File: config.mk
export PLATFORM = sky130hd
export DESIGN_NAME = ffaa_ctrl
export DESIGN_NICKNAME = d
export VERILOG_FILES = /design/src/rtl/ffaa_pkg.sv /design/src/rtl/ffaa_ctrl.sv
export SDC_FILE = /design/constraint.sdc
export NUM_CORES = 1
export LEC_CHECK = 0
export BUFFER_PORTS_ARGS = -buffer_cell sky130_fd_sc_hd__buf_2
export CORE_MARGIN = 3
export CORE_UTILIZATION = 54
export DETAILED_ROUTE_END_ITERATION = 8
export HOLD_SLACK_MARGIN = 0.02
export PLACE_DENSITY = 0.8
export SLEW_MARGIN = 20
export SYNTH_ARGS = -nofsm -noshare
export SYNTH_HDL_FRONTEND = slang
export SYNTH_SLANG_ARGS = --single-unit
File: constraint.sdc
create_clock -name clk_i -period 1.9 [get_ports clk_i]
set_input_delay 0.285 -clock clk_i [delete_from_list [all_inputs] [get_ports clk_i]]
set_output_delay 0.285 -clock clk_i [all_outputs]
set_load 0.01 [all_outputs]
File: src/rtl/ffaa_pkg.sv
//------------------------------------------------------------------------------
// ffaa_pkg: shared types and constants of the first-fit arena allocator
// Request and status codes, controller states and datapath commands, and the
// status bundle that the datapath returns to the controller.
//------------------------------------------------------------------------------
package ffaa_pkg;

  // Default geometry of the arena
  localparam int ARENA_GRANULES_DEF = 4096;
  localparam int HEADER_BYTES_DEF   = 48;

  // Fixed field widths
  localparam int SIZE_W   = 17;
  localparam int ADDR_W   = 16;
  localparam int COUNT_W  = 8;
  localparam int SIZE_G_W = 14;  // request size in granules, rounded up

  typedef enum logic [1:0] {
    ACT_ALLOC     = 2'd0,
    ACT_ALLOC_END = 2'd1,
    ACT_FREE      = 2'd2,
    ACT_REALLOC   = 2'd3
  } act_e;

  typedef enum logic [1:0] {
    ST_OK          = 2'd0,
    ST_NO_FIT      = 2'd1,
    ST_INVALID     = 2'd2,
    ST_DOUBLE_FREE = 2'd3
  } status_e;

  typedef enum logic [4:0] {
    S_CLR, S_INIT0, S_IDLE, S_DISP,
    S_AF_RD, S_AF_CHK, S_AF_NEW, S_AF_IT, S_LINK,
    S_AB_WRD, S_AB_WALK, S_AB_RD, S_AB_CHK, S_AB_NEW, S_AB_IT,
    S_A_DONE, S_A_FAIL, S_CK, S_CK_RES,
    S_FB_RG, S_FB_LG, S_FB_NX, S_FB_WG, S_FB_PV, S_FB_WPN,
    S_RG_CMP, S_RG_NX, S_RG_NNX, S_RG_NN, S_RG_G, S_FIN
  } state_e;

  typedef enum logic [4:0] {
    OP_NONE, OP_CLR, OP_INIT0, OP_ACCEPT,
    OP_AF_RD, OP_AF_CHK, OP_AF_NEW, OP_AF_IT, OP_LINK,
    OP_AB_RD, OP_AB_WALK, OP_AB_CHK, OP_AB_NEW, OP_AB_IT,
    OP_A_DONE, OP_A_FAIL, OP_CK, OP_CK_RES,
    OP_FB_RG, OP_FB_LG, OP_FB_NX, OP_FB_WG, OP_FB_PV, OP_FB_WPN,
    OP_RG_CMP, OP_RG_NX, OP_RG_NNX, OP_RG_NN, OP_RG_G, OP_FIN
  } op_e;

  typedef struct packed {
    act_e act;
    logic addr_zero;
    logic size_zero;
    logic fit;
    logic split_f;
    logic split_b;
    logic split_q;
    logic rnx_nil;
    logic rpv_nil;
    logic gnx_nil;
    logic gpv_nil;
    logic rd_fr;
    logic rd_mk;
    logic ck_bad;
    logic inplace;
    logic grow_ok;
    logic clr_last;
    logic out_free;
  } sts_t;

endpackage

File: src/rtl/ffaa_ctrl.sv
//------------------------------------------------------------------------------
// ffaa_ctrl: request sequencer
// Walks each request through list traversal, split, free and merge steps and
// issues at most one datapath command per cycle; it holds in the delivery state until the output register is free.
//------------------------------------------------------------------------------
module ffaa_ctrl (
  input  logic            clk_i,
  input  logic            rst_ni,
  input  logic            cfg_we_i,
  input  logic            in_valid_i,
  output logic            in_stall_o,
  input  ffaa_pkg::sts_t  sts_i,
  output ffaa_pkg::op_e   op_o
);

  ffaa_pkg::state_e state_q, state_d;

  // State register
  always_ff @(posedge clk_i or negedge rst_ni) begin
    if (!rst_ni) begin
      state_q <= ffaa_pkg::S_CLR;
    end else begin
      state_q <= state_d;
    end
  end

  // Take a new transaction only when idle and no arena write is pending
  assign in_stall_o = (state_q != ffaa_pkg::S_IDLE) || cfg_we_i;

  // Next state and command
  always_comb begin
    state_d = state_q;
    op_o    = ffaa_pkg::OP_NONE;
    unique case (state_q)
      ffaa_pkg::S_CLR: begin
        op_o = ffaa_pkg::OP_CLR;
        if (sts_i.clr_last) state_d = ffaa_pkg::S_INIT0;
      end
      ffaa_pkg::S_INIT0: begin
        op_o    = ffaa_pkg::OP_INIT0;
        state_d = ffaa_pkg::S_IDLE;
      end
      ffaa_pkg::S_IDLE: begin
        if (in_valid_i && !cfg_we_i) begin
          op_o    = ffaa_pkg::OP_ACCEPT;
          state_d = ffaa_pkg::S_DISP;
        end
      end
      ffaa_pkg::S_DISP: begin
        unique case (sts_i.act)
          ffaa_pkg::ACT_ALLOC:     state_d = ffaa_pkg::S_AF_RD;
          ffaa_pkg::ACT_ALLOC_END: state_d = ffaa_pkg::S_AB_WRD;
          ffaa_pkg::ACT_FREE:
            state_d = sts_i.addr_zero ? ffaa_pkg::S_FIN : ffaa_pkg::S_CK;
          default:
            state_d = sts_i.addr_zero ? ffaa_pkg::S_AF_RD : ffaa_pkg::S_CK;
        endcase
      end
      // Front search
      ffaa_pkg::S_AF_RD: begin
        op_o    = ffaa_pkg::OP_AF_RD;
        state_d = ffaa_pkg::S_AF_CHK;
      end
      ffaa_pkg::S_AF_CHK: begin
        op_o = ffaa_pkg::OP_AF_CHK;
        if (sts_i.fit) begin
          state_d = sts_i.split_f ? ffaa_pkg::S_AF_NEW : ffaa_pkg::S_AF_IT;
        end else begin
          state_d = sts_i.rnx_nil ? ffaa_pkg::S_A_FAIL : ffaa_pkg::S_AF_RD;
        end
      end
      ffaa_pkg::S_AF_NEW: begin
        op_o    = ffaa_pkg::OP_AF_NEW;
        state_d = ffaa_pkg::S_AF_IT;
      end
      ffaa_pkg::S_AF_IT: begin
        op_o    = ffaa_pkg::OP_AF_IT;
        state_d = (sts_i.split_q && !sts_i.rnx_nil) ? ffaa_pkg::S_LINK
                                                    : ffaa_pkg::S_A_DONE;
      end
      ffaa_pkg::S_LINK: begin
        op_o    = ffaa_pkg::OP_LINK;
        state_d = ffaa_pkg::S_A_DONE;
      end
      // Tail walk, then backward search
      ffaa_pkg::S_AB_WRD: begin
        op_o    = ffaa_pkg::OP_AB_RD;
        state_d = ffaa_pkg::S_AB_WALK;
      end
      ffaa_pkg::S_AB_WALK: begin
        op_o    = ffaa_pkg::OP_AB_WALK;
        state_d = sts_i.rnx_nil ? ffaa_pkg::S_AB_CHK : ffaa_pkg::S_AB_WRD;
      end
      ffaa_pkg::S_AB_RD: begin
        op_o    = ffaa_pkg::OP_AB_RD;
        state_d = ffaa_pkg::S_AB_CHK;
      end
      ffaa_pkg::S_AB_CHK: begin
        op_o = ffaa_pkg::OP_AB_CHK;
        if (sts_i.fit) begin
          state_d = sts_i.split_b ? ffaa_pkg::S_AB_NEW : ffaa_pkg::S_AB_IT;
        end else begin
          state_d = sts_i.rpv_nil ? ffaa_pkg::S_A_FAIL : ffaa_pkg::S_AB_RD;
        end
      end
      ffaa_pkg::S_AB_NEW: begin
        op_o    = ffaa_pkg::OP_AB_NEW;
        state_d = ffaa_pkg::S_AB_IT;
      end
      ffaa_pkg::S_AB_IT: begin
        op_o    = ffaa_pkg::OP_AB_IT;
        state_d = (sts_i.split_q && !sts_i.rnx_nil) ? ffaa_pkg::S_LINK
                                                    : ffaa_pkg::S_A_DONE;
      end
      // Allocation outcome; a moving reallocate frees the old block next
      ffaa_pkg::S_A_DONE: begin
        op_o    = ffaa_pkg::OP_A_DONE;
        state_d = (sts_i.act == ffaa_pkg::ACT_REALLOC && !sts_i.addr_zero)
                  ? ffaa_pkg::S_FB_RG : ffaa_pkg::S_FIN;
      end
      ffaa_pkg::S_A_FAIL: begin
        op_o    = ffaa_pkg::OP_A_FAIL;
        state_d = ffaa_pkg::S_FIN;
      end
      // Header check
      ffaa_pkg::S_CK: begin
        op_o    = ffaa_pkg::OP_CK;
        state_d = sts_i.ck_bad ? ffaa_pkg::S_FIN : ffaa_pkg::S_CK_RES;
      end
      ffaa_pkg::S_CK_RES: begin
        op_o = ffaa_pkg::OP_CK_RES;
        if (!sts_i.rd_mk || sts_i.rd_fr) begin
          state_d = ffaa_pkg::S_FIN;
        end else if (sts_i.act == ffaa_pkg::ACT_FREE || sts_i.size_zero) begin
          state_d = ffaa_pkg::S_FB_LG;
        end else begin
          state_d = ffaa_pkg::S_RG_CMP;
        end
      end
      // Free and merge
      ffaa_pkg::S_FB_RG: begin
        op_o    = ffaa_pkg::OP_FB_RG;
        state_d = ffaa_pkg::S_FB_LG;
      end
      ffaa_pkg::S_FB_LG: begin
        op_o    = ffaa_pkg::OP_FB_LG;
        state_d = sts_i.rnx_nil ? ffaa_pkg::S_FB_WG : ffaa_pkg::S_FB_NX;
      end
      ffaa_pkg::S_FB_NX: begin
        op_o    = ffaa_pkg::OP_FB_NX;
        state_d = ffaa_pkg::S_FB_WG;
      end
      ffaa_pkg::S_FB_WG: begin
        op_o    = ffaa_pkg::OP_FB_WG;
        state_d = sts_i.gpv_nil ? ffaa_pkg::S_FIN : ffaa_pkg::S_FB_PV;
      end
      ffaa_pkg::S_FB_PV: begin
        op_o    = ffaa_pkg::OP_FB_PV;
        state_d = (sts_i.rd_fr && !sts_i.gnx_nil) ? ffaa_pkg::S_FB_WPN
                                                  : ffaa_pkg::S_FIN;
      end
      ffaa_pkg::S_FB_WPN: begin
        op_o    = ffaa_pkg::OP_FB_WPN;
        state_d = ffaa_pkg::S_FIN;
      end
      // Reallocate: in place, grow into successor, or move
      ffaa_pkg::S_RG_CMP: begin
        op_o = ffaa_pkg::OP_RG_CMP;
        if (sts_i.inplace) begin
          state_d = ffaa_pkg::S_FIN;
        end else begin
          state_d = sts_i.gnx_nil ? ffaa_pkg::S_AF_RD : ffaa_pkg::S_RG_NX;
        end
      end
      ffaa_pkg::S_RG_NX: begin
        op_o = ffaa_pkg::OP_RG_NX;
        if (sts_i.grow_ok) begin
          state_d = sts_i.rnx_nil ? ffaa_pkg::S_RG_NN : ffaa_pkg::S_RG_NNX;
        end else begin
          state_d = ffaa_pkg::S_AF_RD;
        end
      end
      ffaa_pkg::S_RG_NNX: begin
        op_o    = ffaa_pkg::OP_RG_NNX;
        state_d = ffaa_pkg::S_RG_NN;
      end
      ffaa_pkg::S_RG_NN: begin
        op_o    = ffaa_pkg::OP_RG_NN;
        state_d = ffaa_pkg::S_RG_G;
      end
      ffaa_pkg::S_RG_G: begin
        op_o    = ffaa_pkg::OP_RG_G;
        state_d = ffaa_pkg::S_FIN;
      end
      // Deliver once the output register is free
      ffaa_pkg::S_FIN: begin
        if (sts_i.out_free) begin
          op_o    = ffaa_pkg::OP_FIN;
          state_d = ffaa_pkg::S_IDLE;
        end
      end
      default: state_d = ffaa_pkg::S_CLR;
    endcase
    if (cfg_we_i) state_d = ffaa_pkg::S_CLR;
  end

endmodule

==> out/results.ini, run 1 <==
[global_route]
grt_max_degree=14
grt_usage=0.7746
overflow=102

[cts]
cts-buffers-inserted=3
cts-root-buf=clkbuf_4
clock_path_buffers=2
htreeDepth=1
cts.sinks=5

[yosys]
syn_inst=188
netlist_area_sq_mm=0.001235
synth_seq_cells=5
synth_largest_area_cell=dfrtp_1
yosys_warnings=0
synth-seq-area-share=0.1013
synthArstFlopShare=1.000
ys_types=56
synth_nets=211
synth_top_area_frac=0.1013
synth.cells.most_frequent=a21oi_1 (18), nand2_1 (18), o21ai_0 (14), nand2b_1 (10), nor2b_1 (10)
synth_edf_count=0
synth_area_leaders=dfrtp_1 (10%), a21oi_1 (7.3%), o21ai_0 (5.7%), nand2_1 (5.5%), nand2b_1 (5.1%)
syn_avg_cell_area_sq_um=6.569
ys.flop_type=dfrtp_1

[floorplanning]
start_util=0.5989
die_height_microns=53.82
row_count=16
die_x_microns=53.82
io_pins=29

[timing]
crit_endpoint=op_o[1]
worst-ep-kind=output port

[run_status]
error=[ERROR GRT-0232] Routing congestion too high. Check the congestion heatmap in the GUI.
status=stopped before the end
stop_stage=global routing

[place]
hpwl_microns=3635
portBuffers=28
gp_congestion=1.026
place_area_sq_mm=0.001526
dp_cells=253

## repair_timing
item | CTS
buffers inserted | 10
hold buffers | 1
hold endpoints to repair | 5
endpoints found under the setup margin | 7
cloned | 2
resized for setup | 21
pin swaps | 2
## logic make-up after synthesis
group / count (synthesis) / share of synthesized area
DFF: 5 / 0.1013
buffers and inverters: 21 / 0.08207
muxes: 2 / 0.01722
xor gates and xnor gates: 1 / 0.007093
AOI/OAI and AO/OA: 75 / 0.4134
and+or+nand+nor: 84 / 0.3789
## through the flow
step	worst slack [ns]	hold slack [ns]
after floorplan	0.1588	-0.01059
after CTS	-0.03104	0.2453
after global placement	-0.001831	0.1039
after detailed placement	-0.05822	0.1140
## layer usage
metal | global-route usage | GRT overflow
met1 | 0.7028 | 1
met5 | 0 | 0
met4 | 0.9447 | 30
met3 | 0.5235 | 0
met2 | 1.038 | 71
==> inputs of run 2 (changes only) <==
--- a/config.mk
+++ b/config.mk
@@ -6,11 +6,10 @@
 export NUM_CORES = 1
 export LEC_CHECK = 0
 export BUFFER_PORTS_ARGS = -buffer_cell sky130_fd_sc_hd__buf_2
-export CORE_MARGIN = 3
-export CORE_UTILIZATION = 54
+export CORE_AREA = 3 3 64 66
 export DETAILED_ROUTE_END_ITERATION = 8
-export HOLD_SLACK_MARGIN = 0.02
-export PLACE_DENSITY = 0.8
+export DIE_AREA = 0 0 67 69
+export PLACE_DENSITY_LB_ADDON = 0.15
 export SLEW_MARGIN = 20
 export SYNTH_ARGS = -nofsm -noshare
 export SYNTH_HDL_FRONTEND = slang
==> run 2 against run 1 <==
Against the previous run:
- the flow now finishes, with violations (negative setup slack)
- synthesized cell count stayed put
- synthesized area is the same
==> out/results.ini, run 2 <==
[global_route]
antenna_found_initial=0
grt_pass1_vias=1641
grt_pass1_wl_microns=8569
overflow=0
grt_max_degree=22
grt_usage=0.2370

[floorplanning]
die_area_sq_mm=0.004623
die_x_microns=67
core-area_sq_mm=0.003633
die_height_microns=69
start_util=0.3399
row_count=22
io_pins=29

[final_layout]
reg_top3=state_q (5)
layout_common_cells=buf_4 (39), buf_2 (28), nand2_1 (18)
n_fill_cell=401
antenna_cells=0
finalNonFillerCells=299
design_area_sq_mm=0.001834
layout_commonest_cell=buf_4
final_util=0.5048
largest_register_ffs=5
top_register=state_q
syn_to_final_growth_pct=48.53
nets=275
drive_gt1_frac=0.3904

[run_status]
violations=negative setup slack
status=finished with violations

[critical_path]
rrSetupSlack_ns=0.05
path_buf_inv=2
crit_chain=buf_6 > a21boi_1 > a21oi_1 > o22ai_1 > a222oi_1 > o21ai_1 > buf_2
critPathLaunchType=flip-flop
r2r_end=state_q[1]$_DFFE_PN0P_
end_kind=output port
slowest_stage=dfrtp_2
required_ns=1.62
cp_top_family=compound AO/OA/AOI/OAI gates
reg2regPathDepth=7
cp.arrival_ns=1.64
crit_type=flip-flop to output port
crit_fanout=6
r2r_start=state_q[1]$_DFFE_PN0P_
slowest_delay_ns=0.46

[power_and_ir_drop]
ir_drop_mv=0.4768
p_per_area_mw_per_mm2=1029
finalPower_uw=1888
power.leakage_uw=0.0007644

[hold_path]
min_to=state_q[0]$_DFFE_PN0P_
worstHoldStart=cfg_we_i
hold_class=primary input to flip-flop
hold_depth=2

[yosys]
synth_edf_count=0
syn_inst=188
ys_types=56
syn_avg_cell_area_sq_um=6.569
synth_largest_area_cell=dfrtp_1
synthArstFlopShare=1.000
yosys_warnings=0
synth_nets=211
synth_seq_cells=5
ys.flop_type=dfrtp_1
netlist_area_sq_mm=0.001235
synth_top_area_frac=0.1013
synth-seq-area-share=0.1013
synth_area_leaders=dfrtp_1 (10%), a21oi_1 (7.3%), o21ai_0 (5.7%), nand2_1 (5.5%), nand2b_1 (5.1%)
synth.cells.most_frequent=a21oi_1 (18), nand2_1 (18), o21ai_0 (14), nand2b_1 (10), nor2b_1 (10)

[cts]
path_clk_slew_ns=0.04
cts-buffers-inserted=3
htreeDepth=1
clock_path_buffers=2
cts-root-buf=clkbuf_8
cts_tree=done
clkLatencyLatePin_ns=0.22
cts.sinks=5

[job]
cap_violations=0

[place]
pre_cts_slack_ns=0.07283
place_area_sq_mm=0.001605
gp_congestion=1.005
hpwl_microns=3981
dp_cells=281
portBuffers=28

[timing]
hold_violations=0
worst_pin_slew_ns=0.4509
setup_viol=1
drv_slew=0
finalClockSkew_ns=0.0007132
maxClockFrequency_mhz=519.5
post-route-period-util=1.013
finalWorstSetupSlack_ns=-0.02496
rsz0062_at_grt=true
min_period_ns=1.925
slew_headroom=0.6968

[detailed_routing]
wl_microns=5271
drc=0
routedWlPerCell_microns=17.63
vias_per_cell=6.050
vias=1809
drtIter0Drc=203
first_pass_iters=5
drtAntennaViolNets=0

==> run 2: cell counts after synthesis <==
Identical to the previous run, type by type.
==> run 2: where the power goes <==
part / internal [uW] / total, uW / switching, uW / leakage (uW)
Sequential: 139 / 195 / 56.8 / 0.0000603
Clock: 141 / 200 / 58.7 / 0.0000255
Combinational: 684 / 1490 / 808 / 0.000679
==> run 2: routing by layer <==
metal  up-vias  share of wire  GRT usage
met5         -              0          0
met3        16          0.059    0.01466
li1        859              -          -
met4         0          0.020    0.06757
met2        89           0.48     0.3723
met1       845           0.44     0.3422
==> run 2: cells by family (layout without fill, tap and decap cells) <==
group                  after synthesis  in the layout  synth area share
AND/OR/NAND/NOR                     84             84            0.3789
XOR/XNOR                             1              1          0.007093
multiplexers                         2              2           0.01722
AO/OA/AOI/OAI                       75             75            0.4134
buffers and inverters               21             84           0.08207
flip-flops                           5              5            0.1013
==> run 2: layout make-up <==
type                            count  area, sq um  area share
Clock inverter                      1        5.005    0.002729
Sequential cell                     5        131.4     0.07162
Clock buffer                        3        41.29     0.02251
Tap cell                           48        60.06     0.03274
Inverter                            7        30.03     0.01637
Multi-Input combinational cell    162         1059      0.5771
Timing Repair Buffer               73        508.0      0.2769
==> run 2: stage by stage <==
stage	hold WS (ns)	TNS, ns
2_1_floorplan	-0.01059	0
3_3_place_gp	0.1073	0
3_5_place_dp	0.1075	0
4_1_cts	0.3110	0
5_1_grt	0.3076	-0.1472
6_report	0.3159	-0.02496
==> run 2: timing repair <==
item | 4_1_cts | 5_1_grt
hold buffers | 1 | 0
endpoints found under the setup margin | 4 | 5
pin swaps | 0 | 1
buffers inserted | 10 | 3
resized for setup | 11 | 16
endpoints found under the hold margin | 5 | 0
==> run 2: how the worst max path moves through the flow <==
stage / from / end / slack [ns] / cells after the start
after floorplan: state_q[3]$_DFFE_PN0P_ / op_o[1] / 0.16 / 8
after global placement: state_q[2]$_DFFE_PN0P_ / state_q[0]$_DFFE_PN0P_ / 0.06 / 6
after detailed placement: state_q[1]$_DFFE_PN0P_ / state_q[2]$_DFFE_PN0P_ / 0.07 / 5
after CTS: state_q[2]$_DFFE_PN0P_ / op_o[1] / 0.006 / 7
after global routing: state_q[2]$_DFFE_PN0P_ / op_o[1] / -0.14 / 7
final: state_q[2]$_DFFE_PN0P_ / op_o[1] / -0.02 / 7
==> run 2: worst reg2reg max path: cells and delay by family (launching register included) <==
| kind | cells | cell delay [ns] |
|---|---|---|
| and+or+nand+nor | 2 | 0.33 |
| DFF | 1 | 0.45 |
| AOI/OAI and AO/OA | 3 | 0.68 |
| buffers and inverters | 2 | 0.29 |
Power figures use the tool's default switching activity.
